[config.mk]
export PLATFORM = sky130hd
export DESIGN_NAME = fixed_block_pool_allocator_top
export DESIGN_NICKNAME = d
export VERILOG_FILES = /design/src/rtl/fbpa_pkg.sv /design/src/rtl/fbpa_link_mem.sv /design/src/rtl/fbpa_counters.sv /design/src/rtl/fixed_block_pool_allocator_top.sv
export SDC_FILE = /design/constraint.sdc
export NUM_CORES = 2
export LEC_CHECK = 0
export BUFFER_PORTS_ARGS = -buffer_cell sky130_fd_sc_hd__buf_2
export CAP_MARGIN = 20
export CORE_ASPECT_RATIO = 0.6
export CORE_MARGIN = 10
export CORE_UTILIZATION = 63
export DETAILED_ROUTE_END_ITERATION = 10
export PLACE_DENSITY = 0.81
export RECOVER_POWER = 100
export SETUP_SLACK_MARGIN = 0.2
export SYNTH_ARGS = -nofsm -noshare
export SYNTH_HDL_FRONTEND = slang
export SYNTH_HIERARCHICAL = 1
export SYNTH_SLANG_ARGS = --single-unit
[constraint.sdc]
create_clock -name i_clk -period 15.9 [get_ports i_clk]
set_input_delay 2.385 -clock i_clk [delete_from_list [all_inputs] [get_ports i_clk]]
set_output_delay 2.385 -clock i_clk [all_outputs]
set_load 0.01 [all_outputs]
[src/rtl/fbpa_pkg.sv]
// shared constants and types of the fixed block pool allocator
package fbpa_pkg;

    localparam int POOL_BLOCKS = 256;
    localparam int IDX_W       = 8;
    localparam int LINK_AW     = $clog2(POOL_BLOCKS);
    localparam int BYTES_W     = 13;
    localparam int OFFSET_W    = 20;
    localparam int COUNT_W     = 32;

    localparam logic [BYTES_W-1:0] BYTES_MIN = 13'd8;
    localparam logic [BYTES_W-1:0] BYTES_MAX = 13'd4096;

    localparam logic OP_ALLOC = 1'b0;
    localparam logic OP_FREE  = 1'b1;

    localparam int IN_DATA_W  = 8;
    localparam int IN_USER_W  = 2;
    localparam int OUT_USED_W = IDX_W + OFFSET_W + 3 * COUNT_W;
    localparam int OUT_DATA_W = ((OUT_USED_W + 7) / 8) * 8;
    localparam int OUT_USER_W = 1;

    // one free list link: null mark and successor index
    typedef struct packed {
        logic             is_null;
        logic [IDX_W-1:0] idx;
    } t_link;

    // counter updates from the control path
    typedef struct packed {
        logic alloc_inc;
        logic free_inc;
    } t_count_ctl;

endpackage

[src/rtl/fbpa_link_mem.sv]
// free list link memory with per-entry valid bits standing in for the reset image
module fbpa_link_mem (
    input  logic                         i_clk,
    input  logic                         i_rst_n,
    input  logic                         i_rd_en,
    input  logic [fbpa_pkg::LINK_AW-1:0] i_rd_addr,
    input  logic                         i_wr_en,
    input  logic [fbpa_pkg::LINK_AW-1:0] i_wr_addr,
    input  fbpa_pkg::t_link              i_wr_link,
    output fbpa_pkg::t_link              o_rd_link
);
    import fbpa_pkg::*;

    t_link              r_mem [POOL_BLOCKS];
    logic [POOL_BLOCKS-1:0] r_valid;
    t_link              r_rd_data;
    logic               r_rd_valid;
    logic [LINK_AW-1:0] r_rd_addr;
    t_link              rst_link;

    always_ff @(posedge i_clk) begin
        if (i_wr_en) begin
            r_mem[i_wr_addr] <= i_wr_link;
        end
        if (i_rd_en) begin
            r_rd_data <= r_mem[i_rd_addr];
        end
    end

    always_ff @(posedge i_clk) begin
        if (!i_rst_n) begin
            r_valid    <= '0;
            r_rd_valid <= 1'b0;
        end else begin
            if (i_wr_en) begin
                r_valid[i_wr_addr] <= 1'b1;
            end
            if (i_rd_en) begin
                r_rd_valid <= r_valid[i_rd_addr];
            end
        end
    end

    always_ff @(posedge i_clk) begin
        if (i_rd_en) begin
            r_rd_addr <= i_rd_addr;
        end
    end

    // reset image: entry i links to i-1, entry 0 is the list end
    always_comb begin
        rst_link.is_null = (r_rd_addr == '0);
        rst_link.idx     = (r_rd_addr == '0) ? '0 : IDX_W'(r_rd_addr - 1'b1);
    end

    assign o_rd_link = r_rd_valid ? r_rd_data : rst_link;

endmodule

[src/rtl/fbpa_counters.sv]
// wrapping allocation and free totals with the floored in-use figure
module fbpa_counters (
    input  logic                         i_clk,
    input  logic                         i_rst_n,
    input  fbpa_pkg::t_count_ctl         i_ctl,
    output logic [fbpa_pkg::COUNT_W-1:0] o_alloc_next,
    output logic [fbpa_pkg::COUNT_W-1:0] o_free_next,
    output logic [fbpa_pkg::COUNT_W-1:0] o_in_use_next
);
    import fbpa_pkg::*;

    logic [COUNT_W-1:0] r_alloc;
    logic [COUNT_W-1:0] r_free;
    logic [COUNT_W-1:0] n_alloc;
    logic [COUNT_W-1:0] n_free;

    assign n_alloc = r_alloc + COUNT_W'(i_ctl.alloc_inc);
    assign n_free  = r_free + COUNT_W'(i_ctl.free_inc);

    always_ff @(posedge i_clk) begin
        if (!i_rst_n) begin
            r_alloc <= '0;
            r_free  <= '0;
        end else begin
            r_alloc <= n_alloc;
            r_free  <= n_free;
        end
    end

    assign o_alloc_next  = n_alloc;
    assign o_free_next   = n_free;
    assign o_in_use_next = (n_alloc > n_free) ? (n_alloc - n_free) : '0;

endmodule

[src/rtl/fixed_block_pool_allocator_top.sv]
// top level of the fixed block pool allocator
//
// Hands out and takes back equal blocks of a pool of 256, kept as a LIFO
// linked free list whose links live in a 256 x 9 synchronous memory. After
// reset every block is free with the highest index at the head; there is no
// clearing pass, per-entry valid bits stand in for the initial links, so
// requests are taken from the first cycle after reset. A request is handled
// by a link memory read at the list head when it is taken, then by a step
// that picks the new head, writes the link of a returned block and loads the
// result register. The result register lets the next request enter while a
// result waits; a request that finishes while the previous result is still
// unclaimed holds in the execute state until the sink takes it. An allocate on
// an empty list and a return of a null block give a result with no state
// change. Double returns are not checked. The block size register is clamped
// to 8..4096 and should be written only while no request is in flight.
module fixed_block_pool_allocator_top (
    input  logic                            i_clk,
    input  logic                            i_rst_n,
    // block size register
    input  logic                            i_cfg_we,
    input  logic [fbpa_pkg::BYTES_W-1:0]    i_cfg_wdata,
    // request channel
    input  logic                            i_s_axis_tvalid,
    output logic                            o_s_axis_tready,
    input  logic [fbpa_pkg::IN_DATA_W-1:0]  i_s_axis_tdata,  // block_index
    input  logic [fbpa_pkg::IN_USER_W-1:0]  i_s_axis_tuser,  // opcode, block_present
    // result channel
    output logic                            o_m_axis_tvalid,
    input  logic                            i_m_axis_tready,
    // given_index, given_offset, alloc_total, free_total, blocks_in_use, zero pad
    output logic [fbpa_pkg::OUT_DATA_W-1:0] o_m_axis_tdata,
    output logic [fbpa_pkg::OUT_USER_W-1:0] o_m_axis_tuser   // granted
);
    import fbpa_pkg::*;

    localparam logic [IDX_W:0] IDX_LIMIT = (IDX_W + 1)'(POOL_BLOCKS);
    localparam int PROD_W = IDX_W + BYTES_W;
    localparam int OUT_PAD = OUT_DATA_W - OUT_USED_W;

    typedef enum logic [1:0] {
        S_IDLE = 2'b01,
        S_EXEC = 2'b10
    } t_state;

    t_state r_state;
    t_state n_state;

    // captured request
    logic             r_op;
    logic             r_present;
    logic [IDX_W-1:0] r_idx;

    // list head and block size
    logic [IDX_W-1:0]   r_head;
    logic [IDX_W-1:0]   n_head;
    logic               r_empty;
    logic               n_empty;
    logic [BYTES_W-1:0] r_block_bytes;
    logic [BYTES_W-1:0] cfg_clamped;

    // result register
    logic                  r_out_valid;
    logic [OUT_DATA_W-1:0] r_out_data;
    logic [OUT_USER_W-1:0] r_out_user;

    logic       accept;
    logic       out_free;
    logic       finish;
    logic       alloc_ok;
    logic       free_ok;
    t_link      head_link;
    t_link      wr_link;
    t_count_ctl count_ctl;
    logic [COUNT_W-1:0] alloc_next;
    logic [COUNT_W-1:0] free_next;
    logic [COUNT_W-1:0] in_use_next;
    logic [PROD_W-1:0]  prod;
    logic [IDX_W-1:0]    given_index;
    logic [OFFSET_W-1:0] given_offset;

    assign o_s_axis_tready = (r_state == S_IDLE);
    assign accept   = i_s_axis_tvalid && o_s_axis_tready;
    assign out_free = !r_out_valid || i_m_axis_tready;
    assign finish   = (r_state == S_EXEC) && out_free;

    // block size register, clamped on write
    always_comb begin
        if (i_cfg_wdata < BYTES_MIN) begin
            cfg_clamped = BYTES_MIN;
        end else if (i_cfg_wdata > BYTES_MAX) begin
            cfg_clamped = BYTES_MAX;
        end else begin
            cfg_clamped = i_cfg_wdata;
        end
    end

    always_ff @(posedge i_clk) begin
        if (!i_rst_n) begin
            r_block_bytes <= BYTES_MIN;
        end else if (i_cfg_we) begin
            r_block_bytes <= cfg_clamped;
        end
    end

    // sequencer
    always_comb begin
        n_state = r_state;
        unique case (r_state)
            S_IDLE: begin
                if (accept) begin
                    n_state = S_EXEC;
                end
            end
            S_EXEC: begin
                if (finish) begin
                    n_state = S_IDLE;
                end
            end
            default: begin
                n_state = S_IDLE;
            end
        endcase
    end

    always_ff @(posedge i_clk) begin
        if (!i_rst_n) begin
            r_state <= S_IDLE;
        end else begin
            r_state <= n_state;
        end
    end

    always_ff @(posedge i_clk) begin
        if (accept) begin
            r_op      <= i_s_axis_tuser[0];
            r_present <= i_s_axis_tuser[1];
            r_idx     <= i_s_axis_tdata[IDX_W-1:0];
        end
    end

    // what the captured request does; indexes outside the pool act as null
    assign alloc_ok = (r_op == OP_ALLOC) && !r_empty && ({1'b0, r_head} < IDX_LIMIT);
    assign free_ok  = (r_op == OP_FREE) && r_present && ({1'b0, r_idx} < IDX_LIMIT);

    // a returned block links to the old head, or ends the list if it was empty
    always_comb begin
        wr_link.is_null = r_empty;
        wr_link.idx     = r_empty ? '0 : r_head;
    end

    fbpa_link_mem u_link_mem (
        .i_clk     (i_clk),
        .i_rst_n   (i_rst_n),
        .i_rd_en   (accept),
        .i_rd_addr (LINK_AW'(r_head)),
        .i_wr_en   (finish && free_ok),
        .i_wr_addr (LINK_AW'(r_idx)),
        .i_wr_link (wr_link),
        .o_rd_link (head_link)
    );

    // head update: pop follows the head's link, push makes the block the head
    always_comb begin
        n_head  = r_head;
        n_empty = r_empty;
        priority if (alloc_ok) begin
            n_head  = head_link.is_null ? '0 : head_link.idx;
            n_empty = head_link.is_null;
        end else if (free_ok) begin
            n_head  = r_idx;
            n_empty = 1'b0;
        end
    end

    always_ff @(posedge i_clk) begin
        if (!i_rst_n) begin
            r_head  <= IDX_W'(POOL_BLOCKS - 1);
            r_empty <= 1'b0;
        end else if (finish) begin
            r_head  <= n_head;
            r_empty <= n_empty;
        end
    end

    always_comb begin
        count_ctl.alloc_inc = finish && alloc_ok;
        count_ctl.free_inc  = finish && free_ok;
    end

    fbpa_counters u_counters (
        .i_clk         (i_clk),
        .i_rst_n       (i_rst_n),
        .i_ctl         (count_ctl),
        .o_alloc_next  (alloc_next),
        .o_free_next   (free_next),
        .o_in_use_next (in_use_next)
    );

    // byte offset of the granted block
    assign prod         = PROD_W'(r_head) * PROD_W'(r_block_bytes);
    assign given_index  = alloc_ok ? r_head : '0;
    assign given_offset = alloc_ok ? prod[OFFSET_W-1:0] : '0;

    // result register
    always_ff @(posedge i_clk) begin
        if (!i_rst_n) begin
            r_out_valid <= 1'b0;
        end else if (finish) begin
            r_out_valid <= 1'b1;
        end else if (i_m_axis_tready) begin
            r_out_valid <= 1'b0;
        end
    end

    always_ff @(posedge i_clk) begin
        if (finish) begin
            r_out_data <= {{OUT_PAD{1'b0}}, in_use_next, free_next, alloc_next,
                           given_offset, given_index};
            r_out_user <= OUT_USER_W'(alloc_ok);
        end
    end

    assign o_m_axis_tvalid = r_out_valid;
    assign o_m_axis_tdata  = r_out_data;
    assign o_m_axis_tuser  = r_out_user;

endmodule

==> run metrics <==
Max-Cap Viols=48; Crit. End Element=flop; Net Sw Frac=20.71%; Yosys cell types=93; Startpoint Class=input pin; EDFF count, synth=2456; worst-margin pin slew=between 8000 and 9000 ps; Tmin final=11450 ps; largest net degree at the start of global routing=209; first-pass GRT wire length=roughly 430 mm; Buffers on Ports=154; Clock power frac=41.1%; Worst-path clk slew=60 ps; period utilisation layout=72.01%; clk root buf=clkbuf_16; GP Congestion=0.9403; leakage power=between 0.04 and 0.05 uW; initial DRC count=10660; GR Overflow Total=0; layout cell share with drive strength beyond 1=16.97%; sequential area share after synthesis=72.16%; clock skew=roughly 63 ps; io pins=about 160; Post-synth top cells=edfxtp_1, mux4_2, dfxtp_1, nor2_1, a22oi_1; Slew Viols, Final=2412; Die Span X=about 560 microns; Detailed Routing Iterations Pass 1=7; top-count cell post-synth=edfxtp_1; Initial Util=63.53%; clock sink count=2802; Area contributors post-synth=edfxtp_1, mux4_2, dfxtp_1; Setup-failing EPs final=0; die height=346.3 microns; Post-Route WL=around 300 mm; crit-path max FO=57; clock latency on the worst-skew pair=910 ps; post_cts resized=0; cell mode on critical path=nand4_1; Warnings, synthesis=6; core area=0.1760 sq mm; die area=0.1953 sq mm; CP max-delay cell=clkbuf_1; share of the synthesized area in the top cell type=around two thirds; Flop pwr share=55.3%; Gate power share=between 3 and 4%; CP arrival=11980 ps; vias=approximately 63000; area leader, netlist=edfxtp_1; Worst Hold Class=reg -> reg; crit-path leading delay family=simple AND/OR/NAND/NOR gates; Post-CTS Hold Fix Bufs=0; Max stage delay on crit path=2430 ps; placed cell areas=0.1151 sq mm; peak supply drop=0.1052 mV; failing checks=max-capacitance violations, max-slew violations; setup TNS=0 ps; Worst EP required=16430 ps; Detail Placement HPWL=177.2 mm; Synth-to-Final Area Change=9.718%; pwr dens=117.0 mW/mm^2; Post-route DRC=0; nets@finish=6503; Total Routing Usage GR=30.00%; Netlist Area Pre-Place=between 0.1 and 0.15 sq mm; WL per Instance=33.68 microns; RSZ-0062 raised after global routing=false; Detail Route Antenna Nets=0; design area=0.1227 sq mm; Filler cells=approximately 11000; final hold violations=0; vias in the first global route=between 60000 and 70000; slew margin rel.=-464.7%; Buf/Inv on CP=3; FP Rows=119; CTS H-Tree Depth=4; status=finished, violations left; critical path type=in -> reg; antenna violations before repair=15; NetSw=slightly below 3000 uW; Mean Syn Cell Area=18.33 sq um; Seq cells post-synth=2802; post-synthesis instance total=6100; Max clock buf depth=4; clock buffer count from CTS=approximately 230; Int Power=11380 uW; Synth Flop Type=edfxtp_1; Post-synth ARST share=0%; TritonCTS clock tree=done; postcts setup bufs=0; Max Freq=87.34 MHz; Vias/cell=between 7 and 8; worst-path cell chain=buf_2 > nand2b_1 > nor2b_1 > clkbuf_1 > and2_0 > ha_1 > ha_1 > nand4_1 > clkbuf_1 > nor3_1 > and3_1 > nand4_1 > xnor2_1 > ha_1 > and3_1 > and2_0 > and3_1 > nand4_1 > nor4b_1 > nand4_1 > o21ai_0 > o21a_1 > a2111oi_0
-- power by group through the flow --
stage               registers (uW)  logic (uW)  clock network (uW)
floorplan                     8100         338                   0
global placement              8100         470                   0
detailed placement            8100         485                   0
CTS                           7940         493                5930
global route                  7940         542                6200
finish                        7950         504                5910
-- area by class of cell --
class                      instances  area (sq um)  area share (%)
clock buffer                     326          6538           5.329
clock inverter                   108          1205          0.9822
timing repair buffer             351          1688           1.376
tap                             2359          2952           2.406
sequential                      2802         80680           65.77
inverter                         134         503.0          0.4100
antenna                            7         17.52         0.01428
multi-input combinational       2813         29090           23.71
-- cell usage in the layout (no fill, tap or decap), types with 30 or more instances in the layout --
master	instances
and2_1	104
nor3_1	34
ha_1	73
clkbuf_16	239
inv_1	134
mux2i_1	34
nand2_1	135
nor4_1	37
xnor2_1	51
nand3_1	67
edfxtp_1	2456
xor2_1	39
clkinv_2	47
clkbuf_1	328
dfxtp_1	343
o21a_1	268
fa_1	66
a21oi_1	214
mux4_2	630
a22oi_1	301
nand4_1	30
buf_4	54
and2_0	39
o21ai_0	31
nor2_1	335
nor2b_1	62
-- worst register-to-register path: cells and delay by family (launching register included) --
kind                   cells  cell delay, ps
AO/OA/AOI/OAI              3             810
flip-flops                 1             740
buffers and inverters      2            7450
multiplexers               1             650
AND/OR/NAND/NOR            2            1500
-- path summary, 6_finish.rpt --
| path | cells past startpoint | slack, ps | endpoint | from |
|---|---|---|---|---|
| setup / recovery | 23 | 4450 | o_m_axis_tdata[122] | i_m_axis_tready |
| hold / removal | 1 | 460 | u_link_mem/r_valid[34] | u_link_mem/r_valid[34] |
| setup reg to reg | 8 | 4500 | u_link_mem/r_rd_data[5] | r_head[0] |
| hold reg to reg | 1 | 460 | u_link_mem/r_valid[34] | u_link_mem/r_valid[34] |
-- metrics by stage --
| stage | worst slack [ps] | total power [uW] | std cells | hold WS, ps | util, % |
|---|---|---|---|---|---|
| 5_1_grt | 3592 | 14680 | 8894 | 476.1 | 69.70 |
| 6_report | 4451 | 14360 | 8900 | 461.2 | 69.70 |
| 2_1_floorplan | 3300 | 8442 | 6103 | 435.4 | - |
| 4_1_cts | 7576 | 14360 | 8812 | 462.5 | 69.78 |
| 3_5_place_dp | 6698 | 8589 | 8378 | 447.6 | 65.38 |
| 3_3_place_gp | 6864 | 8573 | 8370 | 440.9 | 65.34 |
-- routing by layer --
| layer | track usage, % | share of wire [%] | wire length, microns |
|---|---|---|---|
| met1 | 44.32 | 37 | 110500 |
| met2 | 42.18 | 44 | 130700 |
| met3 | 11.94 | 17 | 49600 |
| met4 | 7.740 | 2.9 | 8749 |
| met5 | 0 | 0.049 | 148 |
-- sequential cells by signal, indices dropped and copies added (netlist names), 2 cells and up --
name                  flops
u_link_mem/r_mem       2304
u_link_mem/r_valid      256
o_m_axis_tdata          124
u_counters/r_alloc       32
u_counters/r_free        32
r_block_bytes            13
u_link_mem/r_rd_data      9
r_head                    8
r_idx                     8
u_link_mem/r_rd_addr      8
r_state                   2
-- cells by family after synthesis --
logic type	Yosys count	share of synthesized area (%)
flip-flops	2802	72.16
AND/OR/NAND/NOR	956	4.285
AO/OA/AOI/OAI	955	5.959
multiplexers	666	13.01
buffers and inverters	488	1.839
adder cells (fa/ha/maj)	140	2.009
XOR/XNOR	92	0.7341
other	1	0.003354
Power figures use the tool's default switching activity.
